[config.mk]
export PLATFORM = sky130hd
export DESIGN_NAME = deque_with_center_extract
export DESIGN_NICKNAME = d
export VERILOG_FILES = /design/src/sv/dqce_pkg.sv /design/src/sv/dqce_cell.sv /design/src/sv/deque_with_center_extract.sv
export SDC_FILE = /design/constraint.sdc
export NUM_CORES = 2
export LEC_CHECK = 0
export BUFFER_PORTS_ARGS = -buffer_cell sky130_fd_sc_hd__buf_2
export CAP_MARGIN = 20
export CORE_MARGIN = 2
export CORE_UTILIZATION = 35
export CTS_CLUSTER_DIAMETER = 50
export DETAILED_ROUTE_END_ITERATION = 16
export GPL_TIMING_DRIVEN = 1
export PLACE_DENSITY_LB_ADDON = 0.05
export SLEW_MARGIN = 0
export SYNTH_ARGS = -nofsm -noshare
export SYNTH_HDL_FRONTEND = slang
export SYNTH_SLANG_ARGS = --single-unit
[constraint.sdc]
create_clock -name clk -period 7.7 [get_ports clk]
set_input_delay 0.385 -clock clk [delete_from_list [all_inputs] [get_ports clk]]
set_output_delay 0.385 -clock clk [all_outputs]
set_load 0.01 [all_outputs]
[src/sv/dqce_pkg.sv]
// shared types and constants for the deque with center extract
package dqce_pkg;

  localparam int DEPTH      = 16;
  localparam int DATA_WIDTH = 32;
  localparam int IDX_W      = $clog2(DEPTH);
  localparam int CNT_W      = $clog2(DEPTH + 1);

  typedef logic [DATA_WIDTH-1:0] word_t;

  typedef enum logic [2:0] {
    OP_PUSH_FRONT = 3'd0,
    OP_PUSH_BACK  = 3'd1,
    OP_POP_FRONT  = 3'd2,
    OP_POP_BACK   = 3'd3,
    OP_EXTRACT    = 3'd4
  } op_t;

  typedef enum logic [2:0] {
    SH_HOLD,
    SH_RIGHT,
    SH_APPEND,
    SH_LEFT1,
    SH_LEFT2
  } shift_t;

  typedef enum logic {
    ST_IDLE,
    ST_REPORT
  } state_t;

  typedef struct packed {
    shift_t           kind;
    logic [IDX_W-1:0] pos;
    logic [IDX_W-1:0] tap_a;
    logic [IDX_W-1:0] tap_b;
  } cmd_t;

endpackage

[src/sv/dqce_cell.sv]
// one storage cell of the deque chain with neighbor shift and tap outputs
module dqce_cell (
  input  logic                      clk,
  input  logic [dqce_pkg::IDX_W-1:0] cell_idx,
  input  dqce_pkg::cmd_t            cmd,
  input  dqce_pkg::word_t           load_word,
  input  dqce_pkg::word_t           left_word,
  input  dqce_pkg::word_t           r1_word,
  input  dqce_pkg::word_t           r2_word,
  output dqce_pkg::word_t           word,
  output dqce_pkg::word_t           tap_a_word,
  output dqce_pkg::word_t           tap_b_word
);

  dqce_pkg::word_t word_r;
  dqce_pkg::word_t word_nxt;

  always_comb begin
    word_nxt = word_r;
    case (cmd.kind)
      dqce_pkg::SH_HOLD: begin
        word_nxt = word_r;
      end
      dqce_pkg::SH_RIGHT: begin
        word_nxt = (cell_idx == '0) ? load_word : left_word;
      end
      dqce_pkg::SH_APPEND: begin
        if (cell_idx == cmd.pos) word_nxt = load_word;
      end
      dqce_pkg::SH_LEFT1: begin
        if (cell_idx >= cmd.pos) word_nxt = r1_word;
      end
      dqce_pkg::SH_LEFT2: begin
        if (cell_idx >= cmd.pos) word_nxt = r2_word;
      end
      default: begin
        word_nxt = word_r;
      end
    endcase
  end

  always_ff @(posedge clk) begin
    word_r <= word_nxt;
  end

  assign word       = word_r;
  assign tap_a_word = (cell_idx == cmd.tap_a) ? word_r : '0;
  assign tap_b_word = (cell_idx == cmd.tap_b) ? word_r : '0;

endmodule

[src/sv/deque_with_center_extract.sv]
// top level of the bounded deque with center extract
//
//   channel  direction  ports
//   in       input      in_valid, in_stall, in_opcode, in_value
//   out      output     out_valid, out_stall, out_removed_count .. out_rejected
//
// each beat: the accept cycle updates the cell chain and captures removed
// words; the report state then reads the new back cell into the output
// register once that register is free, then the next beat is taken
// the output register holds a finished result while the next beat is accepted
// reset clears the count and the control state; cell contents are never read
// until written
module deque_with_center_extract (
  input  logic                                  clk,
  input  logic                                  rst_n,
  input  logic                                  in_valid,
  output logic                                  in_stall,
  input  logic [2:0]                            in_opcode,
  input  logic signed [dqce_pkg::DATA_WIDTH-1:0] in_value,
  output logic                                  out_valid,
  input  logic                                  out_stall,
  output logic [1:0]                            out_removed_count,
  output logic signed [dqce_pkg::DATA_WIDTH-1:0] out_removed_first,
  output logic signed [dqce_pkg::DATA_WIDTH-1:0] out_removed_second,
  output logic signed [dqce_pkg::DATA_WIDTH-1:0] out_front_value,
  output logic signed [dqce_pkg::DATA_WIDTH-1:0] out_back_value,
  output logic [dqce_pkg::CNT_W-1:0]            out_occupancy,
  output logic                                  out_is_empty,
  output logic                                  out_rejected
);

  dqce_pkg::state_t state_r, state_nxt;
  logic [dqce_pkg::CNT_W-1:0] count_r, count_nxt;
  logic [1:0]                 rcnt_r, rcnt_nxt;
  logic                       rej_r, rej_nxt;
  dqce_pkg::word_t            rem_a_r, rem_b_r;

  logic                       out_valid_r;
  logic [1:0]                 o_rcnt_r;
  dqce_pkg::word_t            o_first_r, o_second_r, o_front_r, o_back_r;
  logic [dqce_pkg::CNT_W-1:0] o_occ_r;
  logic                       o_empty_r, o_rej_r;

  dqce_pkg::cmd_t   cmd;
  dqce_pkg::cmd_t   op_cmd;
  dqce_pkg::word_t  words [dqce_pkg::DEPTH];
  dqce_pkg::word_t  taps_a [dqce_pkg::DEPTH];
  dqce_pkg::word_t  taps_b [dqce_pkg::DEPTH];
  dqce_pkg::word_t  bus_a, bus_b;

  logic accept;
  logic full, nonempty;
  logic [dqce_pkg::CNT_W-1:0] half, last;
  logic out_load;

  assign in_stall = (state_r != dqce_pkg::ST_IDLE);
  assign accept   = in_valid && !in_stall;
  assign full     = (count_r == dqce_pkg::CNT_W'(dqce_pkg::DEPTH));
  assign nonempty = (count_r != '0);
  assign half     = count_r >> 1;
  assign last     = count_r - dqce_pkg::CNT_W'(1);
  assign out_load = (state_r == dqce_pkg::ST_REPORT) && (!out_valid_r || !out_stall);

  // decode the beat into a chain command
  always_comb begin
    op_cmd       = '0;
    op_cmd.kind  = dqce_pkg::SH_HOLD;
    count_nxt    = count_r;
    rcnt_nxt     = 2'd0;
    rej_nxt      = 1'b0;
    case (dqce_pkg::op_t'(in_opcode))
      dqce_pkg::OP_PUSH_FRONT: begin
        if (full) begin
          rej_nxt = 1'b1;
        end else begin
          op_cmd.kind = dqce_pkg::SH_RIGHT;
          count_nxt   = count_r + dqce_pkg::CNT_W'(1);
        end
      end
      dqce_pkg::OP_PUSH_BACK: begin
        if (full) begin
          rej_nxt = 1'b1;
        end else begin
          op_cmd.kind = dqce_pkg::SH_APPEND;
          op_cmd.pos  = count_r[dqce_pkg::IDX_W-1:0];
          count_nxt   = count_r + dqce_pkg::CNT_W'(1);
        end
      end
      dqce_pkg::OP_POP_FRONT: begin
        if (nonempty) begin
          op_cmd.kind = dqce_pkg::SH_LEFT1;
          count_nxt   = last;
          rcnt_nxt    = 2'd1;
        end
      end
      dqce_pkg::OP_POP_BACK: begin
        if (nonempty) begin
          op_cmd.tap_a = last[dqce_pkg::IDX_W-1:0];
          count_nxt    = last;
          rcnt_nxt     = 2'd1;
        end
      end
      dqce_pkg::OP_EXTRACT: begin
        if (nonempty) begin
          if (count_r[0]) begin
            op_cmd.kind  = dqce_pkg::SH_LEFT1;
            op_cmd.pos   = half[dqce_pkg::IDX_W-1:0];
            op_cmd.tap_a = half[dqce_pkg::IDX_W-1:0];
            count_nxt    = last;
            rcnt_nxt     = 2'd1;
          end else begin
            op_cmd.kind  = dqce_pkg::SH_LEFT2;
            op_cmd.pos   = half[dqce_pkg::IDX_W-1:0] - dqce_pkg::IDX_W'(1);
            op_cmd.tap_a = half[dqce_pkg::IDX_W-1:0] - dqce_pkg::IDX_W'(1);
            op_cmd.tap_b = half[dqce_pkg::IDX_W-1:0];
            count_nxt    = count_r - dqce_pkg::CNT_W'(2);
            rcnt_nxt     = 2'd2;
          end
        end
      end
      default: begin
        op_cmd.kind = dqce_pkg::SH_HOLD;
      end
    endcase
  end

  always_comb begin
    state_nxt = state_r;
    cmd       = op_cmd;
    case (state_r)
      dqce_pkg::ST_IDLE: begin
        if (accept) begin
          state_nxt = dqce_pkg::ST_REPORT;
        end else begin
          cmd.kind = dqce_pkg::SH_HOLD;
        end
      end
      dqce_pkg::ST_REPORT: begin
        cmd       = '0;
        cmd.kind  = dqce_pkg::SH_HOLD;
        cmd.tap_a = last[dqce_pkg::IDX_W-1:0];
        if (out_load) state_nxt = dqce_pkg::ST_IDLE;
      end
      default: begin
        state_nxt = dqce_pkg::ST_IDLE;
        cmd.kind  = dqce_pkg::SH_HOLD;
      end
    endcase
  end

  // chain of cells
  for (genvar g = 0; g < dqce_pkg::DEPTH; g++) begin : g_cell
    dqce_pkg::word_t left_w, r1_w, r2_w;
    if (g == 0) begin : g_first
      assign left_w = '0;
    end else begin : g_mid
      assign left_w = words[g-1];
    end
    if (g + 1 < dqce_pkg::DEPTH) begin : g_r1
      assign r1_w = words[g+1];
    end else begin : g_r1_end
      assign r1_w = '0;
    end
    if (g + 2 < dqce_pkg::DEPTH) begin : g_r2
      assign r2_w = words[g+2];
    end else begin : g_r2_end
      assign r2_w = '0;
    end
    dqce_cell u_cell (
      .clk        (clk),
      .cell_idx   (dqce_pkg::IDX_W'(g)),
      .cmd        (cmd),
      .load_word  (in_value),
      .left_word  (left_w),
      .r1_word    (r1_w),
      .r2_word    (r2_w),
      .word       (words[g]),
      .tap_a_word (taps_a[g]),
      .tap_b_word (taps_b[g])
    );
  end

  always_comb begin
    bus_a = '0;
    bus_b = '0;
    for (int i = 0; i < dqce_pkg::DEPTH; i++) begin
      bus_a = bus_a | taps_a[i];
      bus_b = bus_b | taps_b[i];
    end
  end

  always_ff @(posedge clk) begin
    if (!rst_n) begin
      state_r     <= dqce_pkg::ST_IDLE;
      count_r     <= '0;
      out_valid_r <= 1'b0;
    end else begin
      state_r <= state_nxt;
      if (accept) count_r <= count_nxt;
      if (out_load) begin
        out_valid_r <= 1'b1;
      end else if (!out_stall) begin
        out_valid_r <= 1'b0;
      end
    end
  end

  // captured removal info and output register
  always_ff @(posedge clk) begin
    if (accept) begin
      rcnt_r  <= rcnt_nxt;
      rej_r   <= rej_nxt;
      rem_a_r <= (rcnt_nxt != 2'd0) ? bus_a : '0;
      rem_b_r <= (rcnt_nxt == 2'd2) ? bus_b : '0;
    end
    if (out_load) begin
      o_rcnt_r   <= rcnt_r;
      o_first_r  <= rem_a_r;
      o_second_r <= rem_b_r;
      o_front_r  <= nonempty ? words[0] : '0;
      o_back_r   <= nonempty ? bus_a : '0;
      o_occ_r    <= count_r;
      o_empty_r  <= !nonempty;
      o_rej_r    <= rej_r;
    end
  end

  assign out_valid          = out_valid_r;
  assign out_removed_count  = o_rcnt_r;
  assign out_removed_first  = o_first_r;
  assign out_removed_second = o_second_r;
  assign out_front_value    = o_front_r;
  assign out_back_value     = o_back_r;
  assign out_occupancy      = o_occ_r;
  assign out_is_empty       = o_empty_r;
  assign out_rejected       = o_rej_r;

  a_count_bound: assert property (@(posedge clk) disable iff (!rst_n)
    count_r <= dqce_pkg::CNT_W'(dqce_pkg::DEPTH))
    else $error("count above depth");

  a_valid_after_report: assert property (@(posedge clk) disable iff (!rst_n)
    $rose(out_valid) |-> $past(state_r == dqce_pkg::ST_REPORT))
    else $error("result without report cycle");

  a_empty_matches: assert property (@(posedge clk) disable iff (!rst_n)
    out_valid |-> (out_is_empty == (out_occupancy == '0)))
    else $error("empty flag disagrees with occupancy");

  a_reject_full: assert property (@(posedge clk) disable iff (!rst_n)
    (out_valid && out_rejected) |->
      (out_removed_count == 2'd0 && out_occupancy == dqce_pkg::CNT_W'(dqce_pkg::DEPTH)))
    else $error("reject while not full");

endmodule

Yosys cells after proc, flatten, opt, wreduce, memory -nomap -nowiden
Cells that the tools add are included.

Input bits: 39. Output and inout port bits: 139. Bits in registers: 723. Logic and storage cells: 348.

Add/subtract/negate cells: 4. Order comparisons: 16. Bitwise operators: 31. Multiplexer cells: 124. Eq/ne operators: 106. Reductions and logical operators: 36.

Operators with widths (count): $mux W32 (79); $pmux W32 S4 (15); $or A32 B32 Y32 (30); $ne A2 B1 Y1 const B (49); $eq A4 B4 Y1 const A (24); $pmux W32 S3 (1); $reduce_and A4 Y1 (15); $eq A3 B4 Y1 const A (12); $ge A4 B4 Y1 const A (8); $eq A2 B4 Y1 const A (6); $mux W5 (4); $ge A3 B4 Y1 const A (4); $pmux W4 S2 (2); $mux W15 (1); $pmux W5 S3 (1); $eq A1 B4 Y1 const A (3); $eq A3 B2 Y1 const B (4); $logic_not A4 Y1 (3); $mux W12 (1); $mux W4 (3); $pmux W3 S4 (1); $mux W11 (1); $ge A1 B4 Y1 const A (2); $ge A2 B4 Y1 const A (2); other kinds (28) (46).

Longest topological paths before layout
Word-level depth: 22. Depth in mapped cells: 14. Gate-level depth less buffers: 10.

Modules after synthesis
Synthesis repeated with hierarchy kept, for this count alone.

Cells, all modules: 5911. Area total of the unflattened synthesis: 56870.8 µm².

Modules (own cells, without submodules): dqce_cell at g_cell[10].u_cell ... (area each 2940.3 µm², cells an instance 321, instances 14, sequential area each 960.9 µm²); deque_with_center_extract (area each 9924.5 µm², cells an instance 806, instances 1, sequential area each 6266.0 µm²); dqce_cell at g_cell[0].u_cell (area each 2916.5 µm², cells an instance 286, instances 1, sequential area each 960.9 µm²); dqce_cell at g_cell[9].u_cell (area each 2865.2 µm², cells an instance 325, instances 1, sequential area each 960.9 µm²).

Worst setup path before layout
OpenSTA, ideal clock, no wires.

Path kind: register to register. From: register state_r (netlist: in_stall). To: register o_back_r[0] (netlist: out_back_value[0]) (enable). Arrival: 7.262 ns. Library setup time: 0.681 ns. Cell stages (with the launch flop): 4. Setup slack: -0.244 ns. Path buffers: 1. Data required time: 7.019 ns. Period minus slack after synthesis: 7.944 ns. Cell sequence: dfxtp_1 buf_4 inv_1 a21oi_1.

Cells in the longest elaborated chain, start to end: 1.

Ends and longest elaborated chain: start: declaration (line deque_with_center_extract.sv:32) `dqce_pkg::state_t state_r, state_nxt;`; start signal: assignment (line deque_with_center_extract.sv:194) `state_r <= dqce_pkg::ST_IDLE;`; start signal: assignment (line deque_with_center_extract.sv:198) `state_r <= state_nxt;`; $logic_and A1 B1 Y1 (line deque_with_center_extract.sv:62) `assign out_load = (state_r == dqce_pkg::ST_REPORT) && (!out_valid_r || !out_stall);`; named net out_load (line deque_with_center_extract.sv:54) `logic out_load;`; end signal: assignment (line deque_with_center_extract.sv:221) `o_back_r <= nonempty ? bus_a : '0;`; end: declaration (line deque_with_center_extract.sv:40) `dqce_pkg::word_t o_first_r, o_second_r, o_front_r, o_back_r;`.

The timed path passes the listed nets, and every way through them passes these cells. A chain may end at the register's enable or synchronous reset.

Worst setup path in the final report
From: register count_r[0] (netlist bit). To: register rem_a_r[1] (data pin).

Cells in the longest elaborated chain, start to end: 21. Elaborated cells between the ends (all ways): 59. Those cells by class: add/sub: 1; eq/ne: 15; mux: 25; bitwise: 15; reduce/logical: 3.

Ends and longest elaborated chain: start: declaration (line deque_with_center_extract.sv:33) `logic [dqce_pkg::CNT_W-1:0] count_r, count_nxt;`; start signal: assignment (line deque_with_center_extract.sv:199) `if (accept) count_r <= count_nxt;`; $sub A5 B1 Y5 (tied with other cells) (line deque_with_center_extract.sv:61) `assign last = count_r - dqce_pkg::CNT_W'(1);`; $mux W4 or $mux W15 (tied branches) (line deque_with_center_extract.sv:97, deque_with_center_extract.sv:104); $pmux W4 S2 (line deque_with_center_extract.sv:71) `case (dqce_pkg::op_t'(in_opcode))`; $mux W12 (line deque_with_center_extract.sv:130) `case (state_r)`; $eq A1 B4 Y1 or $logic_not A4 Y1 (tied branches) (line dqce_cell.sv:47) `assign tap_a_word = (cell_idx == cmd.tap_a) ? word_r : '0;`; $mux W32 (line dqce_cell.sv:47); $or A32 B32 Y32 (15 in a row) (line deque_with_center_extract.sv:187) `bus_a = bus_a | taps_a[i];`; end signal: assignment (line deque_with_center_extract.sv:213) `rem_a_r <= (rcnt_nxt != 2'd0) ? bus_a : '0;`; end: declaration (line deque_with_center_extract.sv:36) `dqce_pkg::word_t rem_a_r, rem_b_r;`.

Several ways; a longest one is shown, not always the timed one.

==> results.toml <==
[critical_path]
cp_slowest_cell = "o41ai_1"
cp_max_fo = 45
max_stage_delay_ns = 0.92
crit_chain = "buf_4 > clkinv_1 > ha_1 > or4b_4 > clkinv_4 > o41ai_1 > o211a_4 > and2_2 > buf_4 > a221oi_1 > o22a_1 > a21oi_1"
cp.arrival_ns = 6.16
reg2regPathDepth = 12
crit_start = "count_r[0]"
cp_common_cell = "buf_4"
r2r-start = "count_r[0]"
path_depth = 12
crit_end = "rem_a_r[1]"
cp_num_buf_inv = 4
crit_required_ns = 8.22
ff2ff_setup_slack_ns = 2.06
endpoint_kind = "register"
critPathLaunchType = "register"
critical_path.top_delay_family = "compound AO/OA/AOI/OAI gates"
rr_endpoint = "rem_a_r[1]"
path_class = "reg -> reg"

[floorplanning]
die_h_um = 341
die_w_um = 341
io_pins = 178
die_area_um2 = 117000
num_rows = 123
start_util_pct = 35.4
fp.coreArea_um2 = 113000

[synth]
synth_edf_count = 716
yosys_warnings = 0
synth_compound_area_share_pct = 23.0
seq_area_frac_synth_pct = 54.3
synthSimpleGateAreaFrac_pct = 16.2
mappedNetlistNets = 3766
netlist_area_um2 = 39800
yosys_register_bits = 723
synth.mux.area_fraction_pct = 1.91
synth_xor_area_share_pct = 0.198
yosys.cell_types.count = 84
synth.largest_area_cell = "edfxtp_1"
synth_top_family_by_area = "compound AO/OA/AOI/OAI gates"
yosys_most_used_dff = "edfxtp_1"
synth_area_leaders = "edfxtp_1, a22oi_1, nand2_1"
syn_avg_cell_area_um2 = 10.7
syn_inst = 3720
synthArstFlopShare_pct = 0
synth_top_area_share_pct = 54.0
synthAdderAreaFrac_pct = 0.220

[pwr]
peakVddDrop_mv = 0.159
leakage_nw = 16.5
p_per_area_nw_per_um2 = 258

[hold_path]
hold_class = "in -> reg"
hold_path.startpoint = "in_value[31]"

[sta]
fmax_ghz = 0.177
finalCriticalPeriod_ns = 5.64
max_slew.worst_pin.slew_ns = 1.33
setup_violations = 0
clock-skew-final_ns = 0.0230
relSlewSlack_pct = 11.6
rsz0062_at_grt = "false"
fin_setup_tns_ns = 0
slew_viol_final = 0
hold_viol = 0
min_period_over_period_pct = 73.2

[finish]
nNetsFinal = 3830
drive_above_1_share_pct = 16.3
final_common_cell = "edfxtp_1"
final_cell_mix = "edfxtp_1, nand2_1, a22oi_1"
area.growth.synth_to_final_pct = 16.5
fin_util_pct = 41.2

[outcome]
outcome = "finished clean"

[grt]
gr-total-overflow = 0
grt_pass1_wl_um = 263000
antenna_found_initial = 11
first_global_vias = 34700
grt_usage_pct = 31.0
grt_max_degree = 227

[clocking]
root_buffer = "clkbuf_16"
htree_levels = 3
path_clk_slew_ns = 0.06
cts.sinks = 723
cts_buffer_depth = 3
clk_latency_ns = 0.70
cts_buffers = 112
cts_tree = "done"

[routing]
drt_pass1_iterations = 10
routed_wl_um = 186000
wl_per_cell_um = 34.7
final_antenna_net_count = 0
drtIter0Drc = 6534
route.vias.total = 37000
avgViaCountPerCell = 6.88
drc_errors = 0

[job]
max_cap_violations = 0

[placed_design]
place.port_buffers = 177
routabilityCongestion = 0.893
dpl.hpwl_um = 103000
cell usage after synthesis (all sizes together) (36+ instances only):
cell    count
edfxtp    716
nor2       66
a221oi     98
a22o       52
a21oi      88
buf       127
and3       41
and2       37
clkbuf    224
a31oi      49
o21ai      36
nand3     493
mux2i      39
nand2     704
a22oi     619
worst reg2reg max path: stages (launching register included):
cell	delay (ns)
dfxtp_1	0.31
buf_4	0.27
clkinv_1	0.34
ha_1	0.33
or4b_4	0.22
clkinv_4	0.49
o41ai_1	0.94
o211a_4	0.71
and2_2	0.76
buf_4	0.50
a221oi_1	0.19
o22a_1	0.25
a21oi_1	0.16
logic make-up (layout without fill, tap and decap cells):
kind of cell	Yosys count	in the layout
AND/OR/NAND/NOR	1411	1411
AO/OA/AOI/OAI	1141	1141
flip-flops	723	723
buffers and inverters	362	518
multiplexers	67	67
XOR/XNOR	9	9
adder cells (fa/ha/maj)	7	7
other	0	2
report_power, final:
part | internal [W] | leakage, nW | switching (W)
clock network | 0.00322 | 1.83 | 0.00203
registers | 0.00465 | 6.71 | 0.000250
logic | 0.000547 | 7.99 | 0.00129
total | 0.00842 | 16.5 | 0.00357
what timing repair did:
item | 4_1_cts | 5_1_grt
setup buffers | 0 | 0
hold buffers | 26 | 0
resized for setup | 0 | 0
hold endpoints to repair | 26 | 0
metal layers:
| metal | up-vias | GRT usage (%) | routed length (um) |
|---|---|---|---|
| met5 | - | 0 | 97 |
| met4 | 10 | 14.1 | 9130 |
| met3 | 601 | 9.01 | 24600 |
| met2 | 3062 | 44.0 | 77400 |
| met1 | 18400 | 43.5 | 75300 |
| li1 | 15000 | - | - |
sequential cells by signal (all words and copies together), names as in the netlist, 2 cells and up:
signal and count:
count_r 5, g_cell.u_cell.word 512, out_back_value 32, out_front_value 32, out_occupancy 5, out_removed_count 2
out_removed_first 32, out_removed_second 32, rcnt_r 2, rem_a_r 32, rem_b_r 32
stage by stage:
step	instances	power, W	hold slack (ns)	instance area [um^2]	setup WS, ns
after floorplan	3720	0.00593	0.400	39800	2.05
after global placement	5140	0.00670	0.402	42200	2.38
after detailed placement	5143	0.00673	0.405	42300	2.26
after CTS	5375	0.0120	0.00178	46400	2.21
after global routing	5376	0.0123	0.0331	46400	1.95
final	5378	0.0120	0.0332	46400	2.06
worst min-delay path by stage:
stage | slack [ns] | cells after the start | end
floorplan | 0.40 | 0 | out_rejected
global placement | 0.40 | 0 | out_removed_second[28]
detailed placement | 0.41 | 0 | out_removed_second[21]
CTS | 0.002 | 3 | g_cell[0].u_cell.word[18]
global route | 0.03 | 3 | g_cell[0].u_cell.word[31]
finish | 0.03 | 3 | g_cell[0].u_cell.word[31]
area by class of cell:
class,count,area (um^2)
antenna,2,5.00
clock buffer,126,2920
clock inverter,80,896
fill,10800,66300
inverter,11,48.8
multi-input combinational,2635,17000
sequential,723,21600
tap,1500,1880
timing repair buffer,301,2050
Note: power is estimated with default switching activity, not from simulation.
